**src/sv/bmpq_pkg.sv**
```systemverilog
package bmpq_pkg;

    // Universe and field widths
    localparam int UNIVERSE  = 1024;
    localparam int ELEM_W    = 10;
    localparam int COUNT_W   = 11;

    // Bitmap organisation: words of presence bits plus a summary word
    localparam int WORD_W    = 32;
    localparam int BIT_W     = $clog2(WORD_W);
    localparam int NUM_WORDS = UNIVERSE / WORD_W;
    localparam int WADDR_W   = (NUM_WORDS > 1) ? $clog2(NUM_WORDS) : 1;

    // Operation codes
    typedef enum logic [1:0] {
        FUNC_PUSH     = 2'd0,
        FUNC_EXTRACT  = 2'd1,
        FUNC_REMOVE   = 2'd2,
        FUNC_CONTAINS = 2'd3
    } t_func;

    // Error codes
    localparam logic ERR_OK    = 1'b0;
    localparam logic ERR_EMPTY = 1'b1;

    // Input beat
    typedef struct packed {
        t_func              func;
        logic [ELEM_W-1:0]  element;
    } t_cmd;

    // Result beat
    typedef struct packed {
        logic [ELEM_W-1:0]  min_value;
        logic               found;
        logic               error_code;
        logic [COUNT_W-1:0] element_count;
        logic               is_empty;
    } t_res;

    // Controller to datapath commands
    typedef struct packed {
        logic latch;   // capture the accepted beat and the word address
        logic rd;      // read the addressed bitmap word
        logic upd;     // modify, write back and produce the result
    } t_ctl;

    // Lowest set bit of a bitmap word
    function automatic logic [BIT_W-1:0] ffs_word(input logic [WORD_W-1:0] w);
        logic [BIT_W-1:0] idx;
        idx = '0;
        for (int i = WORD_W - 1; i >= 0; i--) begin
            if (w[i]) idx = BIT_W'(i);
        end
        return idx;
    endfunction

    // Lowest non-empty word from the summary
    function automatic logic [WADDR_W-1:0] ffs_sum(input logic [NUM_WORDS-1:0] s);
        logic [WADDR_W-1:0] idx;
        idx = '0;
        for (int i = NUM_WORDS - 1; i >= 0; i--) begin
            if (s[i]) idx = WADDR_W'(i);
        end
        return idx;
    endfunction

endpackage

```
**src/sv/bmpq_ram.sv**
```systemverilog
module bmpq_ram #(
    parameter int WIDTH = 32,
    parameter int DEPTH = 32
) (
    input  logic                     i_clk,
    input  logic                     i_we,
    input  logic [$clog2(DEPTH)-1:0] i_waddr,
    input  logic [WIDTH-1:0]         i_wdata,
    input  logic                     i_re,
    input  logic [$clog2(DEPTH)-1:0] i_raddr,
    output logic [WIDTH-1:0]         o_rdata
);

    logic [WIDTH-1:0] r_mem [DEPTH];
    logic [WIDTH-1:0] r_rdata;

    // One write port, one registered read port
    always_ff @(posedge i_clk) begin
        if (i_we) begin
            r_mem[i_waddr] <= i_wdata;
        end
        if (i_re) begin
            r_rdata <= r_mem[i_raddr];
        end
    end

    assign o_rdata = r_rdata;

endmodule

```
**src/sv/bmpq_ctrl.sv**
```systemverilog
module bmpq_ctrl (
    input  logic          i_clk,
    input  logic          i_rst_n,
    input  logic          i_start,
    output logic          o_busy,
    output bmpq_pkg::t_ctl o_ctl
);
    import bmpq_pkg::*;

    typedef enum logic [2:0] {
        S_IDLE = 3'b001,
        S_READ = 3'b010,
        S_UPD  = 3'b100
    } t_state;

    t_state r_state, n_state;

    // Next state
    always_comb begin
        n_state = r_state;
        unique case (r_state)
            S_IDLE: begin
                if (i_start) n_state = S_READ;
            end
            S_READ: n_state = S_UPD;
            S_UPD:  n_state = S_IDLE;
            default: n_state = S_IDLE;
        endcase
    end

    always_ff @(posedge i_clk) begin
        if (!i_rst_n) begin
            r_state <= S_IDLE;
        end else begin
            r_state <= n_state;
        end
    end

    // Commands to the datapath
    assign o_busy    = (r_state != S_IDLE);
    assign o_ctl.latch = (r_state == S_IDLE) && i_start;
    assign o_ctl.rd    = (r_state == S_READ);
    assign o_ctl.upd   = (r_state == S_UPD);

endmodule

```
**src/sv/bmpq_dp.sv**
```systemverilog
module bmpq_dp (
    input  logic           i_clk,
    input  logic           i_rst_n,
    input  bmpq_pkg::t_ctl i_ctl,
    input  bmpq_pkg::t_cmd i_cmd,
    output logic           o_valid,
    output bmpq_pkg::t_res o_res
);
    import bmpq_pkg::*;

    // Latched beat and word address
    t_func              r_func;
    logic [ELEM_W-1:0]  r_elem;
    logic [WADDR_W-1:0] r_addr, n_addr;

    // Per-word valid bits and non-empty summary, cleared at reset
    logic [NUM_WORDS-1:0] r_wvalid, r_summary;
    logic [COUNT_W-1:0]   r_count, n_count;

    // Result register
    t_res r_res, n_res;
    logic r_out_valid;

    logic [WORD_W-1:0] ram_rdata, word, n_word;
    logic [BIT_W-1:0]  bit_idx;
    logic              elem_ok, present, do_write;

    // Bitmap word store
    bmpq_ram #(
        .WIDTH (WORD_W),
        .DEPTH (NUM_WORDS)
    ) u_ram (
        .i_clk   (i_clk),
        .i_we    (i_ctl.upd && do_write),
        .i_waddr (r_addr),
        .i_wdata (n_word),
        .i_re    (i_ctl.rd),
        .i_raddr (r_addr),
        .o_rdata (ram_rdata)
    );

    // Word address: lowest non-empty word for extract, else the element's word
    always_comb begin
        if (i_cmd.func == FUNC_EXTRACT) begin
            n_addr = ffs_sum(r_summary);
        end else begin
            n_addr = WADDR_W'(i_cmd.element >> BIT_W);
        end
    end

    always_ff @(posedge i_clk) begin
        if (i_ctl.latch) begin
            r_func <= i_cmd.func;
            r_elem <= i_cmd.element;
            r_addr <= n_addr;
        end
    end

    // A word never written reads as empty
    assign word    = r_wvalid[r_addr] ? ram_rdata : '0;
    assign elem_ok = 32'(r_elem) < 32'(UNIVERSE);

    // Modify the word and build the result
    always_comb begin
        bit_idx  = (r_func == FUNC_EXTRACT) ? ffs_word(word) : BIT_W'(r_elem);
        present  = word[bit_idx] && elem_ok;
        n_word   = word;
        n_count  = r_count;
        do_write = 1'b0;
        n_res    = '0;
        unique case (r_func)
            FUNC_PUSH: begin
                if (elem_ok && !present) begin
                    n_word[bit_idx] = 1'b1;
                    n_count  = r_count + COUNT_W'(1);
                    do_write = 1'b1;
                end
            end
            FUNC_EXTRACT: begin
                if (|r_summary) begin
                    n_word[bit_idx] = 1'b0;
                    if (r_count != '0) n_count = r_count - COUNT_W'(1);
                    do_write        = 1'b1;
                    n_res.found     = 1'b1;
                    n_res.min_value = ELEM_W'({r_addr, bit_idx});
                end else begin
                    n_res.error_code = ERR_EMPTY;
                end
            end
            FUNC_REMOVE: begin
                if (present) begin
                    n_word[bit_idx] = 1'b0;
                    if (r_count != '0) n_count = r_count - COUNT_W'(1);
                    do_write = 1'b1;
                end
            end
            FUNC_CONTAINS: begin
                n_res.found = present;
            end
            default: ;
        endcase
        if (!n_res.error_code) n_res.error_code = ERR_OK;
        n_res.element_count = n_count;
        n_res.is_empty      = (n_count == '0);
    end

    // State registers
    always_ff @(posedge i_clk) begin
        if (!i_rst_n) begin
            r_wvalid    <= '0;
            r_summary   <= '0;
            r_count     <= '0;
            r_out_valid <= 1'b0;
        end else begin
            r_out_valid <= i_ctl.upd;
            if (i_ctl.upd) begin
                r_count <= n_count;
                if (do_write) begin
                    r_wvalid[r_addr]  <= 1'b1;
                    r_summary[r_addr] <= |n_word;
                end
            end
        end
    end

    always_ff @(posedge i_clk) begin
        if (i_ctl.upd) r_res <= n_res;
    end

    assign o_valid = r_out_valid;
    assign o_res   = r_res;

endmodule

```
**src/sv/bitmap_min_priority_queue.sv**
```systemverilog
// Each beat passes the read and update states: its bitmap word is read, then
// modified and written back while the result is registered (lowest word picked
// from a summary word). No new beat is taken while busy is high.
// Reset clears the set at once through per-word valid bits; no clearing pass.
// Results are shown for one cycle only; the receiver cannot stall.
module bitmap_min_priority_queue (
    input  logic           i_clk,
    input  logic           i_rst_n,
    input  logic           start,
    input  bmpq_pkg::t_cmd i_cmd,
    output logic           busy,
    output logic           o_valid,
    output bmpq_pkg::t_res o_res
);
    import bmpq_pkg::*;

    t_ctl ctl;

    // Sequencer
    bmpq_ctrl u_ctrl (
        .i_clk   (i_clk),
        .i_rst_n (i_rst_n),
        .i_start (start),
        .o_busy  (busy),
        .o_ctl   (ctl)
    );

    // Bitmap, summary and count
    bmpq_dp u_dp (
        .i_clk   (i_clk),
        .i_rst_n (i_rst_n),
        .i_ctl   (ctl),
        .i_cmd   (i_cmd),
        .o_valid (o_valid),
        .o_res   (o_res)
    );

endmodule

```
**config.mk**
```make
export PLATFORM = sky130hd
export DESIGN_NAME = bitmap_min_priority_queue
export DESIGN_NICKNAME = d
export VERILOG_FILES = /design/src/sv/bmpq_pkg.sv /design/src/sv/bmpq_ram.sv /design/src/sv/bmpq_ctrl.sv /design/src/sv/bmpq_dp.sv /design/src/sv/bitmap_min_priority_queue.sv
export SDC_FILE = /design/constraint.sdc
export NUM_CORES = 1
export LEC_CHECK = 0
export BUFFER_PORTS_ARGS = -buffer_cell sky130_fd_sc_hd__buf_2
export CAP_MARGIN = 40
export CORE_ASPECT_RATIO = 0.7
export CORE_MARGIN = 2
export CORE_UTILIZATION = 55
export DETAILED_ROUTE_END_ITERATION = 8
export HOLD_SLACK_MARGIN = 0.08
export PLACE_DENSITY = 0.76
export SYNTH_ARGS = -nofsm -noshare
export SYNTH_HDL_FRONTEND = slang
export SYNTH_SLANG_ARGS = --single-unit
```
**constraint.sdc**
```tcl
create_clock -name i_clk -period 11 [get_ports i_clk]
set_clock_uncertainty 0.2 [all_clocks]
set_input_delay 1.65 -clock i_clk [delete_from_list [all_inputs] [get_ports i_clk]]
set_output_delay 1.65 -clock i_clk [all_outputs]
set_load 0.005 [all_outputs]
```
==> qor.csv <==
metric,value,unit
critical-path-top-delay-family,simple AND/OR/NAND/NOR gates,
wl,138,mm
via_per_inst,7.15,
dr.pass1.iters,6,
syn_nets,2682,
cts-htree-levels,3,
route.top_layer_used,met5,
rows,90,
ff2ff_path_depth,16,
path_class,flip-flop to flip-flop,
ir_drop,0.188,mV
clk_pin_slew,0.07,ns
place_inst,3794,
final_core_util,61.8,%
worstPathCellList,inv_1 -> a21oi_1 -> or2_1 -> o22ai_2 -> nor4_1 -> o311ai_0 -> a32oi_1 -> and4_2 -> buf_4 -> xnor2_2 -> a21o_1 -> buf_4 -> nand3_1 -> nor2_4 -> buf_16 -> buf_4,
status,completed,
critPathSlowestCell,edfxtp_1,
place.gp.congestion,0.965,
cts_root_buf,clkbuf_16,
p_per_area,166,nW/um^2
antenna_left,0,
insertion_delay,0.73,ns
instances_no_fill,3980,
cts_buffers,101,
grt_max_degree,130,
syn2layout_area_growth,11.4,%
min-delay-path-class,flip-flop to flip-flop,
placed_cell_area,49900,sq um
antenna_found_initial,7,
post-place-ws,3.54,ns
final_max_slew_viol_count,0,
cpMostUsedCell,buf_4,
cap_violations,0,
cp.required,11.18,ns
cts_tree,done,
rsz0062_at_grt,false,
drt_iter0_drc,4719,
clkSinkCount,1171,
critPathMaxFanout,38,
synth_area_leaders,"edfxtp_1 (69%), mux4_2 (12%), dfxtp_1 (3.3%), a22oi_1 (2.0%), nand4_1 (0.86%)",
max-slew-margin-rel,28.5,%
grt_pass1_vias,27500,
drc,0,
post_cts_buffers,0,
synth-main-ff-cell,edfxtp_1,
synth_seq_area_share,72.0,%
clockBufferDepth,3,
period_share,70.1,%
syn_area_per_cell,17.9,sq um
fmax,0.130,GHz
synth_top_cell_area_share,68.7,%
grt-ovfl-total,0,
arrival,7.90,ns
max_slew.worst_pin.slew,1.07,ns
grt_pass1_wl,199,mm
holdPathStages,1,
hold_buffers,0,
yosysTopAreaCell,edfxtp_1,
met2RoutedLength,60.5,mm
startpoint_type,flip-flop,
finalHoldWorstSlack,0.267,ns
slowest_delay,0.94,ns
finalHoldViolCount,0,
avgRoutedWirePerCell,34.6,microns
ioPinCount,41,
cp.depth,16,
fin_nets,2766,
start_util,55.4,%
netlist-cell-type-count,98,
final_area,53200,sq um
num_vias,28400,
met3WireLength,18.7,mm
final.setup.tns,0,ns
core,86100,sq um
ys_warn_count,0,
crit_buf_inv,5,
numPortBuffers,40,
m1WireLength,54.4,mm
die_h,251,microns
async_reset_ff_share,0,%
layout_min_cycle_time,7.71,ns
ys_seq_elements,1171,
place_hpwl,79.3,mm
finalPower,8.84,mW
synth_edf_count,1092,
cts_resized,0,
drive_above_1_share,22.7,%
grt_usage,31.2,%
setup_viol,0,
fin_ws,3.29,ns
leakagePower,16.5,nW
die_area,89300,sq um
die_x,356,microns
synth_cells,2664,
cp-end-kind,flip-flop,
syn_area,47800,sq um
## layout by cell type, fill, tap and decap left out, types with 32 or more instances in the layout
cell type	netlist	layout
a21oi_1	72	71
a22oi_1	129	129
buf_2	20	42
buf_4	6	87
clkbuf_16	0	101
dfxtp_1	79	79
edfxtp_1	1092	1092
inv_1	37	32
mux4_2	256	256
nand2_1	98	98
nand4_1	66	66
nor2_1	90	84
nor3_1	72	65
o21a_1	39	39
o21ai_0	57	53
## cell type report
class                      count  area [sq um]
antenna                        1          2.50
clock buffer                 126          2630
clock inverter                58           608
fill                        5858         32900
inverter                      38           143
multi-input combinational   1287         12800
sequential                  1171         34400
tap                         1150          1440
timing repair buffer         149          1260
## kinds of logic (layout without fill, tap and decap cells)
family | Yosys count | in the layout | share of synthesized area [%]
multiplexers | 279 | 279 | 12.6
AO/OA/AOI/OAI | 491 | 491 | 7.42
buffers and inverters | 206 | 371 | 1.88
XOR/XNOR | 7 | 7 | 0.144
AND/OR/NAND/NOR | 507 | 507 | 5.90
flip-flops | 1171 | 1171 | 72.0
adder cells (fa/ha/maj) | 3 | 3 | 0.0786
other | 0 | 1 | 0
## synthesized netlist by cell type, types with 10 or more instances
master,instances
mux2i_1,19
and3_1,12
nand3_1,24
nor2_1,90
o211ai_1,18
o21ai_0,57
inv_1,37
mux4_2,256
nor4_1,35
and2_1,10
buf_2,20
o21a_1,39
or3_1,11
and4_1,12
buf_1,36
o31a_1,11
a31oi_1,14
buf_6,10
clkbuf_1,96
nor3_1,72
a21oi_1,72
o31ai_1,17
o22ai_1,11
dfxtp_1,79
nand4_1,66
a211oi_1,12
a22oi_1,129
nand2_1,98
edfxtp_1,1092
## registers in the layout, indices dropped and copies added, names as in the netlist
register and count:
u_dp.u_ram.r_mem 1024, u_dp.r_summary 32, u_dp.r_wvalid 32, u_dp.u_ram.o_rdata 32, u_dp.o_res 24, u_dp.r_count 11, u_dp.r_addr 5, u_dp.r_elem 5
u_ctrl.r_state 3, u_dp.r_func 2, u_dp.o_valid 1
## metal layers
layer / track usage, % / up-vias
met1: 46.7 / 14500
met3: 8.63 / 288
met5: 0 / -
li1: - / 11300
met4: 9.38 / 2
met2: 45.1 / 2347
## path summary, 6_finish.rpt
path	from	endpoint	slack, ns
setup / recovery	u_dp.r_func[1]$_DFFE_PP_	u_dp.u_ram.r_mem[19][30]$_DFFE_PP_	3.29
hold / removal	u_dp.r_wvalid[8]$_SDFFE_PN0P_	u_dp.r_wvalid[8]$_SDFFE_PN0P_	0.27
hold reg to reg	u_dp.r_wvalid[8]$_SDFFE_PN0P_	u_dp.r_wvalid[8]$_SDFFE_PN0P_	0.27
setup reg to reg	u_dp.r_func[1]$_DFFE_PP_	u_dp.u_ram.r_mem[19][30]$_DFFE_PP_	3.29
## where the power goes
group	switching, mW	internal (mW)	leakage, nW
Combinational	0.301	0.168	4.57
Sequential	0.0169	4.81	10.4
Clock	1.62	1.92	1.58
Total	1.94	6.90	16.5
Power figures use the tool's default switching activity.
